===== src/slls_pkg.sv =====
// ----------------------------------------------------------------------------
// slls_pkg: shared types and constants of the sparse linear layer scorer
// Item and result beats, opcodes, store sizes and the beat that runs down
// the label cell chain.
// ----------------------------------------------------------------------------
package slls_pkg;

    localparam int NUM_LABELS     = 7;
    localparam int NUM_FEATURES   = 2048;
    localparam int NUM_OUT_SCORES = 7;

    localparam int LABEL_W = 3;
    localparam int FEAT_W  = 11;
    localparam int VAL_W   = 16;
    localparam int NODE_W  = 16;
    localparam int PROD_W  = 2 * VAL_W;
    localparam int SUM_W   = 48;
    localparam int BIAS_SH = 14;

    // Feature index is 11 bits wide, so no more weight columns can be addressed.
    localparam int W_DEPTH  = (NUM_FEATURES < (1 << FEAT_W)) ? NUM_FEATURES : (1 << FEAT_W);
    localparam int W_ADDR_W = (W_DEPTH > 1) ? $clog2(W_DEPTH) : 1;

    localparam logic [1:0] OP_WEIGHT  = 2'd0;
    localparam logic [1:0] OP_BIAS    = 2'd1;
    localparam logic [1:0] OP_FEATURE = 2'd2;

    typedef logic signed [SUM_W-1:0] t_score;

    typedef struct packed {
        logic [1:0]                opcode;
        logic [LABEL_W-1:0]        label_index;
        logic [FEAT_W-1:0]         feature_index;
        logic signed [VAL_W-1:0]   value;
        logic [NODE_W-1:0]         node_id;
        logic                      last_of_node;
    } t_in;

    typedef struct packed {
        logic [NODE_W-1:0] node_out;
        t_score            score_0;
        t_score            score_1;
        t_score            score_2;
        t_score            score_3;
        t_score            score_4;
        t_score            score_5;
        t_score            score_6;
    } t_out;

    // One beat of the cell chain: the item plus the score slots filled so far.
    typedef struct packed {
        logic                              vld;
        t_in                               item;
        logic [NUM_OUT_SCORES-1:0][SUM_W-1:0] scores;
    } t_beat;

endpackage


===== src/slls_out_buf.sv =====
// ----------------------------------------------------------------------------
// slls_out_buf: result output register with skid stage
// Parts the chain from the receiver. The chain halts only while the skid
// entry is occupied, so the halt signal comes straight from a register.
// ----------------------------------------------------------------------------
module slls_out_buf (
    input  logic               i_clk,
    input  logic               i_rst_n,
    input  logic               i_push,
    input  slls_pkg::t_out     i_res,
    output logic               o_full,
    output logic               o_out_valid,
    output slls_pkg::t_out     o_out_data,
    input  logic               i_out_stall
);
    import slls_pkg::*;

    logic r_out_valid;
    logic r_skid_valid;
    t_out r_out;
    t_out r_skid;
    logic take;

    assign take = r_out_valid && !i_out_stall;

    always_ff @(posedge i_clk) begin
        if (!i_rst_n) begin
            r_out_valid  <= 1'b0;
            r_skid_valid <= 1'b0;
        end else if (r_skid_valid) begin
            if (take) begin
                r_skid_valid <= 1'b0;
            end
        end else if (i_push) begin
            if (r_out_valid && !take) begin
                r_skid_valid <= 1'b1;
            end else begin
                r_out_valid <= 1'b1;
            end
        end else if (take) begin
            r_out_valid <= 1'b0;
        end
    end

    always_ff @(posedge i_clk) begin
        if (r_skid_valid) begin
            if (take) begin
                r_out <= r_skid;
            end
        end else if (i_push) begin
            if (r_out_valid && !take) begin
                r_skid <= i_res;
            end else begin
                r_out <= i_res;
            end
        end
    end

    assign o_full      = r_skid_valid;
    assign o_out_valid = r_out_valid;
    assign o_out_data  = r_out;

    a_skid_behind_out: assert property (@(posedge i_clk) disable iff (!i_rst_n)
        r_skid_valid |-> r_out_valid)
        else $error("skid entry held with empty output register");

    a_no_push_full: assert property (@(posedge i_clk) disable iff (!i_rst_n)
        i_push |-> !r_skid_valid)
        else $error("result pushed while skid entry occupied");

    a_skid_holds: assert property (@(posedge i_clk) disable iff (!i_rst_n)
        (r_skid_valid && i_out_stall) |=> (r_skid_valid && $stable(r_skid)))
        else $error("skid entry lost while receiver stalls");

endmodule


===== config.mk =====
export PLATFORM = sky130hd
export DESIGN_NAME = slls_out_buf
export DESIGN_NICKNAME = d
export VERILOG_FILES = /design/src/slls_pkg.sv /design/src/slls_out_buf.sv
export SDC_FILE = /design/constraint.sdc
export NUM_CORES = 1
export LEC_CHECK = 0
export ABC_AREA = 1
export BUFFER_PORTS_ARGS = -buffer_cell sky130_fd_sc_hd__buf_2
export CORE_AREA = 2 2 272 274
export DETAILED_ROUTE_END_ITERATION = 6
export DIE_AREA = 0 0 274 276
export PLACE_DENSITY_LB_ADDON = 0.08
export SLEW_MARGIN = 20
export SYNTH_ARGS = -nofsm -noshare
export SYNTH_HDL_FRONTEND = slang
export SYNTH_SLANG_ARGS = --single-unit

===== constraint.sdc =====
create_clock -name i_clk -period 24.3 [get_ports i_clk]
set_input_delay 4.86 -clock i_clk [delete_from_list [all_inputs] [get_ports i_clk]]
set_output_delay 4.86 -clock i_clk [all_outputs]
set_load 0.02 [all_outputs]

Word level (Yosys, flattened, before mapping)
Index checks and enable logic that the tools add are counted.
{"block": "totals", "regBits": 706, "latch_bits": 0, "ramBits": 0, "romBits": 0, "in_bits": 356, "word_cells": 42, "memories": 0}
{"block": "classes", "n_addsub": 0, "n_mul": 0, "div": 0, "magnitude_cmp": 0, "eq_ne": 3, "shift": 0, "muxes": 11, "bitwise_logic": 1, "n_reduce_logical": 9}
{"op": "two-way mux 352 bit", "count": 4}
{"op": "AND reduction 3 bit", "count": 3}
{"op": "two-way mux 1 bit", "count": 7}
{"op": "inequality test 2 bit (second input constant)", "count": 2}
{"op": "nonzero test 2 bit", "count": 2}
{"op": "logical AND 1 bit", "count": 2}
{"op": "logical NOT 1 bit", "count": 2}
{"op": "inequality test 2 x 1 -> 1 bit (second input constant)", "count": 1}
{"op": "inverter 1 bit", "count": 1}

Logic depth before layout (Yosys ltp)
Gate-level depths: netlist of the first run.
{"block": "logic_depth", "ltp_word": 7, "ltp_mapped": 8, "depth_no_buf": 5}

Least setup slack after synthesis of the first run
Ideal clock, no wire load.
{"block": "synth_timing", "kind": "input to register", "startpoint": "in i_out_stall", "endpoint": "reg r_out, in the netlist o_out_data[0], enable pin", "arrival_time_ns": 21.855, "slack_ns": 1.262, "stages": 3, "n_path_buf": 0, "path_cell_list": "nand2_1 -> inv_1 -> a21oi_1"}
{"block": "synth_between", "elab_chain_len": 6, "word_cells_on_any_way": 7, "cone_classes": "2 x eq/ne; 5 x reduce/logical"}
{"element": "from (decl)", "line_no": "slls_out_buf.sv:14", "rtl": "input logic i_out_stall"}
{"element": "logical NOT 1 bit *", "line_no": "slls_out_buf.sv:24", "rtl": "assign take = r_out_valid && !i_out_stall;"}
{"element": "logical AND 1 bit *", "line_no": "slls_out_buf.sv:24"}
{"element": "logical NOT 1 bit", "line_no": "slls_out_buf.sv:51", "rtl": "if (r_out_valid && !take) begin"}
{"element": "logical AND 1 bit", "line_no": "slls_out_buf.sv:51"}
{"element": "inequality test 2 bit (no line)"}
{"element": "AND reduction 3 bit (no line) *"}
{"element": "to (signal assigned)", "line_no": "slls_out_buf.sv:48", "rtl": "r_out <= r_skid;"}
{"element": "to (signal assigned)", "line_no": "slls_out_buf.sv:54", "rtl": "r_out <= i_res;"}
{"element": "to (decl)", "line_no": "slls_out_buf.sv:20", "rtl": "t_out r_out;"}
Mark *: on every way between the ends. The rest lies on a longest branch, timed or not.
A chain may end at the register's enable or synchronous reset.

Final worst setup path of the first run
{"block": "layout_timing", "startpoint": "in i_out_stall", "endpoint": "reg r_out, in the netlist o_out_data[89], enable pin"}
The elaborated chain is that of the path after synthesis.

==> results.py, run 1 <==
metrics = {
    "place": {
        "port-buffer-count": 709,
        "dp_slack_ps": 15330,
        "numPlacedInstances": 3463,
        "dpl_cell_area_mm2": 0.0301,
        "gp_congestion": 0.801,
        "place_hpwl_um": 48100,
    },
    "sta": {
        "maxSlewHeadroom_pct": 26.8,
        "tns_ps": 0,
        "max_freq_mhz": 121,
        "fin_crit_ps": 8280,
        "drv_slew": 0,
        "hold_viol_final": 0,
        "worst_pin_slew_ps": 1100,
        "setup_viol": 0,
        "rsz0062_at_grt": "false",
        "period_share_pct": 34.1,
        "timing.final.ws_setup_ps": 16020,
        "clock_skew_ps": 19.2,
    },
    "cts": {
        "clk_pin_slew_ps": 60,
        "clk_root_buffer_cell": "clkbuf_16",
        "holdBufCountCts": 0,
        "cts_tree": "yes",
        "ctsHtreeMaxLevel": 3,
        "worst_skew_pair.late_latency_ps": 600,
        "postCtsSetupBuffers": 0,
        "cts.sinks": 706,
        "cts.repair.resized": 0,
        "cts_buffers": 77,
        "cts.path.max_buffers": 3,
    },
    "worst_setup_path": {
        "r2r_start": "o_full$_SDFF_PN0_",
        "critPathLaunchType": "input pin",
        "cp-end-kind": "flop",
        "startpoint": "i_out_stall",
        "required_ps": 24510,
        "path_class": "input pin to flop",
        "worstPathArrival_ps": 8480,
        "cp_max_fo": 72,
    },
    "power_and_ir_drop": {
        "peakVddDrop_mv": 0.0471,
        "p_leak_nw": 13.7,
        "power_per_cell_area_mw_per_mm2": 85.5,
    },
    "die": {
        "die_h_um": 276,
        "row_count": 99,
        "boundaryPins": 710,
        "initial_core_util_pct": 35.4,
        "dieArea_mm2": 0.0756,
        "core_area_mm2": 0.0726,
        "chipWidth_um": 274,
    },
    "route": {
        "drtAntennaViolNets": 0,
        "first_pass_iters": 5,
        "wl_um": 72400,
        "vias": 16200,
        "detail_route.vias_per_cell": 4.49,
        "drtIter0Drc": 1272,
        "drc_errors": 0,
        "wl_per_cell_um": 20.0,
    },
    "worst_hold_path": {
        "min_from": "r_skid[251]$_DFFE_PP_",
        "hp-class": "flop to flop",
    },
    "layout": {
        "layout-drive-gt1-share_pct": 31.4,
        "fin_cells": 3617,
        "fin_area_mm2": 0.0325,
        "post-route-util_pct": 44.8,
        "fin_nets": 2940,
        "synthToLayoutAreaGrowth_pct": 26.6,
    },
    "yosys": {
        "yosys-top-cells-area": "edfxtp_1 (82%), nand2_1 (16%), buf_2 (0.86%)",
        "syn_nets": 2215,
        "syn_inst": 1859,
        "ys_seq_area_share_pct": 82.4,
        "synth_area_per_cell_um2": 13.8,
        "synth-seq-cells": 706,
        "yosysTopAreaCellShare_pct": 82.3,
        "synth.distinct_cells": 12,
        "synth_edf_count": 704,
        "yosys_warnings": 0,
        "netlist_area_mm2": 0.0257,
        "yosysMostFrequentCell": "nand2_1",
        "synthArstFlopShare_pct": 0,
        "synthFlopType": "edfxtp_1",
        "yosysTopAreaCell": "edfxtp_1",
        "synth_common_cells": "nand2_1 (1,063), edfxtp_1 (704), buf_2 (44), buf_6 (13), clkbuf_1 (12)",
    },
    "run": {
        "max-cap-violations": 0,
    },
    "grt": {
        "grt_first_pass_wirelength_um": 105000,
        "grtUsageTotal_pct": 18.7,
        "grt_pass1_vias": 16500,
        "antenna_found_initial": 35,
        "grt_start_max_net_pins": 185,
        "grt_overflow": 0,
    },
    "status": {
        "outcome": "finished, final reports clean",
    },
}
-- state kept, by name, summed over array words and instances, names as in the netlist --
| signal | cells |
|---|---|
| r_skid | 352 |
| o_full | 1 |
| o_out_data | 352 |
| o_out_valid | 1 |
-- area by class of cell --
class	count	area, µm²
multi-input cells	1067	4020
diodes	15	37.5
well taps	959	1200
clock inverters	36	267
inverters	7	41.3
flip-flops and latches	706	21200
clock buffers	102	2080
repair buffers	725	3700
fillers	6934	40100
-- stage by stage --
step                power, mW  hold WS [ps]
global placement         1.71           498
CTS                      2.82           495
finish                   2.78           501
global route             2.89           524
detailed placement       1.71           502
floorplan                1.63           491
-- where the power goes --
part / internal [mW] / leakage (nW) / switching [mW]
Combinational: 0.0709 / 5.93 / 0.174
Clock: 0.635 / 1.15 / 0.464
Sequential: 1.42 / 6.62 / 0.0171
Total: 2.13 / 13.7 / 0.655
-- per-layer routing --
layer	up-vias	GRT usage, %	wire [µm]
met5	-	0	214
met3	133	7.00	6930
met1	7749	22.0	27800
met4	30	6.97	2150
li1	7771	-	-
met2	556	31.0	35300
-- cells by family after synthesis --
logic type	synth area share [%]
buffers and inverters	2.00
flip-flops	82.4
AND/OR/NAND/NOR	15.6
AO/OA/AOI/OAI	0.0389
-- critical path: stages --
cell,delay [ps]
buf_2,120
nand2_1,90
inv_1,80
a21oi_4,550
buf_4,930
buf_4,820
buf_4,880
-- cells in the final DEF, fill, tap and decap left out, drive strengths merged --
master       n
nand2     1063
buf        725
edfxtp     704
clkbuf     102
clkinv      30
diode       15
inv          9
bufinv       3
a21oi        2
dfxtp        2
nor2         1
nand3        1
clkinvlp     1
-- worst paths after layout --
path	end	slack (ps)	cells past startpoint
worst max-delay path	o_out_data[89]$_DFFE_PP_	16020	7
worst min-delay path	o_out_data[251]$_DFFE_PP_	500	2
worst max register to register	o_out_data[89]$_DFFE_PP_	19230	6
worst min register to register	o_out_data[251]$_DFFE_PP_	500	2
(Power assumes the default switching activity.)
==> run 2: changes to the inputs <==
--- a/config.mk
+++ b/config.mk
@@ -5,11 +5,11 @@
 export SDC_FILE = /design/constraint.sdc
 export NUM_CORES = 1
 export LEC_CHECK = 0
-export ABC_AREA = 1
+export ABC_AREA = 0
 export BUFFER_PORTS_ARGS = -buffer_cell sky130_fd_sc_hd__buf_2
-export CORE_AREA = 2 2 272 274
+export CORE_AREA = 2 2 280 282
 export DETAILED_ROUTE_END_ITERATION = 6
-export DIE_AREA = 0 0 274 276
+export DIE_AREA = 0 0 282 284
 export PLACE_DENSITY_LB_ADDON = 0.08
 export SLEW_MARGIN = 20
 export SYNTH_ARGS = -nofsm -noshare
==> constraint.sdc (replaced) <==
create_clock -name i_clk -period 8.2 [get_ports i_clk]
set_input_delay 1.64 -clock i_clk [delete_from_list [all_inputs] [get_ports i_clk]]
set_output_delay 1.64 -clock i_clk [all_outputs]
set_load 0.02 [all_outputs]
==> run 2 against run 1 <==
Die area grew 5.9%. Setup slack lost 12000 ps. Worst hold slack gained 22 ps. Clock-buffer cell count shrank 5. First-iteration DRC count shrank 43%. Critical endpoint is now o_out_data[49]$_DFFE_PP_. Clock power grew to 3.0 times the previous value. Highest routed layer unchanged.
==> results.py, run 2 <==
metrics = {
    "status": {
        "outcome": "finished, final reports clean",
    },
    "yosys": {
        "synth_edf_count": 704,
        "yosysMostFrequentCell": "edfxtp_1",
        "yosys-top-cells-area": "edfxtp_1 (78%), mux2_4 (19%), buf_12 (2.4%)",
        "synth-seq-cells": 706,
        "synthArstFlopShare_pct": 0,
        "synthFlopType": "edfxtp_1",
        "synth.area.mux_share_pct": 19.2,
        "netlist_area_mm2": 0.0272,
        "yosys.area_share.simple_pct": 0.106,
        "yosysTopAreaCellShare_pct": 77.7,
        "ys_seq_area_share_pct": 77.9,
        "syn_nets": 1465,
        "synth_top_family_by_area": "multiplexers",
        "synth_area_per_cell_um2": 24.5,
        "synth_common_cells": "edfxtp_1 (704), mux2_4 (337), buf_12 (33), mux2_2 (15), buf_6 (6)",
        "yosys_warnings": 0,
        "synthAdderAreaFrac_pct": 0,
        "synth_compound_area_share_pct": 0.0828,
        "yosysTopAreaCell": "edfxtp_1",
        "synthXorXnorAreaFrac_pct": 0,
        "syn_inst": 1109,
        "synth.distinct_cells": 16,
    },
    "route": {
        "wl_per_cell_um": 22.1,
        "vias": 13100,
        "drc_errors": 0,
        "drtIter0Drc": 722,
        "detail_route.vias_per_cell": 4.40,
        "first_pass_iters": 6,
        "drtAntennaViolNets": 0,
        "wl_um": 66000,
    },
    "grt": {
        "grt_overflow": 0,
        "grt_first_pass_wirelength_um": 93200,
        "grt_pass1_vias": 13800,
        "grt_start_max_net_pins": 157,
        "antenna_found_initial": 35,
        "grtUsageTotal_pct": 15.9,
    },
    "layout": {
        "layout_commonest_cell": "buf_2",
        "fillers": 6872,
        "synthToLayoutAreaGrowth_pct": 24.6,
        "final_cell_mix": "buf_2 (709), edfxtp_1 (704), mux2_4 (337)",
        "layout-drive-gt1-share_pct": 60.8,
        "post-route-util_pct": 44.1,
        "fin_nets": 2229,
    },
    "cts": {
        "clk_pin_slew_ps": 60,
        "ctsHtreeMaxLevel": 3,
        "worst_skew_pair.late_latency_ps": 610,
        "cts_tree": "yes",
        "clk_root_buffer_cell": "clkbuf_16",
        "cts.path.max_buffers": 3,
        "cts.sinks": 706,
        "holdBufCountCts": 0,
        "postCtsSetupBuffers": 0,
        "cts_buffers": 78,
        "cts.repair.resized": 0,
    },
    "sta": {
        "timing.final.ws_setup_ps": 4360,
        "worst_pin_slew_ps": 1170,
        "rsz0062_at_grt": "false",
        "setup_viol": 0,
        "maxSlewHeadroom_pct": 22.1,
        "clock_skew_ps": 27.3,
        "tns_ps": 0,
        "fin_crit_ps": 3840,
        "max_freq_mhz": 261,
        "period_share_pct": 46.8,
        "drv_slew": 0,
        "hold_viol_final": 0,
    },
    "die": {
        "row_count": 102,
        "chipWidth_um": 282,
        "dieArea_mm2": 0.0801,
        "boundaryPins": 710,
        "initial_core_util_pct": 35.3,
        "core_area_mm2": 0.0770,
        "die_h_um": 284,
    },
    "power_and_ir_drop": {
        "p_comb_share_pct": 10.3,
        "internal_power_mw": 6.48,
        "swShare_pct": 23.1,
        "clkPwrFrac_pct": 39.1,
        "p_switching_mw": 1.95,
        "power_per_cell_area_mw_per_mm2": 249,
        "peakVddDrop_mv": 0.147,
        "pwr-share-seq_pct": 50.6,
        "p_leak_nw": 13.1,
    },
    "worst_setup_path": {
        "worstPathArrival_ps": 4180,
        "cp_max_fo": 56,
        "cp-end-kind": "flop",
        "path_class": "flop to flop",
        "critPathLaunchType": "flop",
        "required_ps": 8540,
    },
    "run": {
        "max-cap-violations": 0,
    },
    "place": {
        "gp_congestion": 0.749,
        "place_hpwl_um": 45800,
        "dp_slack_ps": 3960,
        "port-buffer-count": 709,
    },
    "worst_hold_path": {
        "hp-class": "flop to flop",
    },
}
run 2: cells by family (layout without fill, tap and decap cells):
family,after synthesis,after routing
DFF,706,706
muxes,352,352
buffers and inverters,41,868
and+or+nand+nor,6,6
AOI/OAI and AO/OA,4,4
other,0,11
run 2: per-layer routing:
layer / vias up / GRT usage [%] / part of all wire, %
li1: 5993 / - / -
met1: 6495 / 16.8 / 36
met2: 470 / 27.1 / 50
met3: 137 / 7.97 / 11
met4: 44 / 5.69 / 2.7
met5: - / 0 / 0.41
run 2: layout make-up:
class	count	area, µm²	area share [%]
multi-input combinational	362	5300	15.6
inverter	1	3.75	0.0111
antenna	11	27.5	0.0812
clock buffer	97	2040	6.03
timing repair buffer	724	3710	10.9
tap	1040	1300	3.84
clock inverter	46	330	0.974
sequential	706	21200	62.5
run 2: worst max-delay path: stages, from the launching register on:
cell and delay, ps:
dfxtp_4 430, buf_4 700, buf_4 940, buf_4 940, mux2_4 350
run 2: through the flow:
stage / hold WS (ps) / std cells / instance area [µm²] / total power [mW]
finish: 523 / 2987 / 33900 / 8.43
global route: 547 / 2981 / 33900 / 8.74
CTS: 534 / 2976 / 33900 / 8.56
detailed placement: 534 / 2833 / 31500 / 5.23
global placement: 522 / 2833 / 31500 / 5.22
floorplan: 523 / 1109 / 27200 / 4.93
run 2: path summary, 6_finish.rpt:
kind	from	end	slack (ps)	depth (start not counted)
worst min-delay path	r_skid[122]$_DFFE_PP_	o_out_data[122]$_DFFE_PP_	520	1
worst max register to register	o_full$_SDFF_PN0_	o_out_data[49]$_DFFE_PP_	4360	4
worst min register to register	r_skid[122]$_DFFE_PP_	o_out_data[122]$_DFFE_PP_	520	1
worst max-delay path	o_full$_SDFF_PN0_	o_out_data[49]$_DFFE_PP_	4360	4
run 2: power groups by stage:
stage | sequential, mW | clock [mW] | combinational (mW)
global placement | 4.34 | 0 | 0.878
detailed placement | 4.34 | 0 | 0.887
floorplan | 4.57 | 0 | 0.362
global route | 4.28 | 3.54 | 0.924
finish | 4.27 | 3.29 | 0.868
CTS | 4.27 | 3.40 | 0.888
==> run 3: changes to the inputs <==
==> constraint.sdc (replaced) <==
create_clock -name i_clk -period 3.47 [get_ports i_clk]
set_input_delay 0.694 -clock i_clk [delete_from_list [all_inputs] [get_ports i_clk]]
set_output_delay 0.694 -clock i_clk [all_outputs]
set_load 0.02 [all_outputs]
==> run 3 against run 2 <==
Register-to-register slack got worse by 3000 ps. Die area unchanged. Setup slack got worse by 3000 ps. Global-route usage increased by 0.52 points. Flip-flop and latch count unchanged. Largest power group unchanged. Critical path type unchanged. Sequential share of layout area decreased by 0.46 points. Final cell count increased by 0.40%.
==> results.py, run 3 (synthesized netlist as in run 2, its figures left out) <==
metrics = {
    "cts": {
        "ctsHtreeMaxLevel": 3,
        "worst_skew_pair.late_latency_ps": 610,
        "cts.path.max_buffers": 3,
        "cts.sinks": 706,
        "cts_tree": "yes",
        "postCtsSetupBuffers": 0,
        "clk_pin_slew_ps": 60,
        "cts_buffers": 79,
        "clk_root_buffer_cell": "clkbuf_16",
        "holdBufCountCts": 0,
        "cts.repair.resized": 0,
    },
    "worst_setup_path": {
        "r2r_slack_ps": 1400,
        "worstPathArrival_ps": 2320,
        "path_class": "flop to flop",
        "critPathLaunchType": "flop",
        "rr_endpoint": "o_out_data[117]$_DFFE_PP_",
        "r2r_start": "o_full$_SDFF_PN0_",
        "cp-end-kind": "flop",
        "startpoint": "o_full$_SDFF_PN0_",
        "worst-r2r-cell-count": 4,
        "required_ps": 3720,
        "cp_max_fo": 41,
    },
    "sta": {
        "worst_pin_slew_ps": 1040,
        "maxSlewHeadroom_pct": 31.0,
        "period_share_pct": 59.8,
        "timing.final.ws_setup_ps": 1400,
        "hold_viol_final": 0,
        "max_freq_mhz": 482,
        "clock_skew_ps": 18.7,
        "tns_ps": 0,
        "drv_slew": 0,
        "rsz0062_at_grt": "false",
        "setup_viol": 0,
        "fin_crit_ps": 2070,
    },
    "grt": {
        "antenna_found_initial": 40,
        "grt_start_max_net_pins": 124,
        "grt_pass1_vias": 14100,
        "grtUsageTotal_pct": 16.4,
        "grt_overflow": 0,
        "grt_first_pass_wirelength_um": 96000,
    },
    "layout": {
        "fin_nets": 2238,
        "synthToLayoutAreaGrowth_pct": 25.6,
        "fin_cells": 2999,
        "layout_commonest_cell": "buf_2",
        "final_cell_mix": "buf_2 (709), edfxtp_1 (704), mux2_4 (337)",
        "post-route-util_pct": 44.4,
        "layout-drive-gt1-share_pct": 61.5,
    },
    "die": {
        "dieArea_mm2": 0.0801,
        "row_count": 102,
        "boundaryPins": 710,
        "initial_core_util_pct": 35.3,
        "die_h_um": 284,
        "core_area_mm2": 0.0770,
        "chipWidth_um": 282,
    },
    "route": {
        "detail_route.vias_per_cell": 4.44,
        "drtIter0Drc": 705,
        "vias": 13300,
        "drtAntennaViolNets": 0,
        "wl_um": 68100,
        "first_pass_iters": 5,
        "drc_errors": 0,
        "wl_per_cell_um": 22.7,
    },
    "place": {
        "dp_slack_ps": 1090,
        "place_hpwl_um": 48500,
        "numPlacedInstances": 2841,
        "gp_congestion": 0.775,
        "port-buffer-count": 709,
    },
    "worst_hold_path": {
        "min_from": "i_res[349]",
        "hp-class": "input pin to flop",
        "min_path_cells": 1,
        "holdPathEnd": "r_skid[349]$_DFFE_PP_",
    },
    "run": {
        "max-cap-violations": 0,
    },
    "status": {
        "outcome": "finished, final reports clean",
    },
    "power_and_ir_drop": {
        "finalPower_mw": 20.0,
        "p_leak_nw": 13.2,
        "peakVddDrop_mv": 0.325,
        "power_per_cell_area_mw_per_mm2": 586,
    },
}
## run 3: cell types whose count changed in the layout (fill, tap and decap cells not counted), sizes merged
cell,before,now
buf,724,732
clkinv,39,31
diode,11,19
clkbuf,97,100
clkinvlp,1,2
## run 3: worst max path at each step
| stage | endpoint | slack [ps] | depth (start not counted) |
|---|---|---|---|
| floorplan | o_out_data[0]$_DFFE_PP_ | -3910 | 5 |
| global placement | o_out_data[75]$_DFFE_PP_ | 1100 | 5 |
| detailed placement | o_out_data[117]$_DFFE_PP_ | 1090 | 5 |
| CTS | o_out_data[117]$_DFFE_PP_ | 1380 | 4 |
| global route | o_out_data[117]$_DFFE_PP_ | 1280 | 4 |
| finish | o_out_data[117]$_DFFE_PP_ | 1400 | 4 |
## run 3: final cells by class
cell class,count,area [µm²]
well taps,1040,1300
clock inverters,39,312
clock buffers,100,2080
repair buffers,732,3920
fillers,6867,42800
flip-flops and latches,706,21200
multi-input cells,362,5310
inverters,1,3.75
diodes,19,47.5
## run 3: metal layers
| layer | GRT usage, % | share of wire (%) | up-vias |
|---|---|---|---|
| met5 | 0 | 0.34 | - |
| met4 | 4.63 | 2.4 | 36 |
| met3 | 8.12 | 11 | 131 |
| met2 | 28.0 | 50 | 464 |
| met1 | 17.9 | 37 | 6653 |
| li1 | - | - | 6030 |
## run 3: through the flow
| step | cell area (µm²) | hold WS (ps) |
|---|---|---|
| finish | 34200 | 272 |
| CTS | 34100 | 226 |
| detailed placement | 31700 | 534 |
| floorplan | 27200 | 523 |
| global route | 34100 | 225 |
| global placement | 31700 | 529 |
## run 3: worst max-delay path: stages (launching register included)
cell      delay, ps
dfxtp_4         420
nand2b_2        260
a21boi_4        240
buf_12          280
buf_4           460
## run 3: power by group
part,switching (mW),internal [mW],leakage [nW]
clock network,3.32,4.52,1.17
registers,0.119,9.96,6.60
logic,1.20,0.887,5.43
total,4.64,15.4,13.2
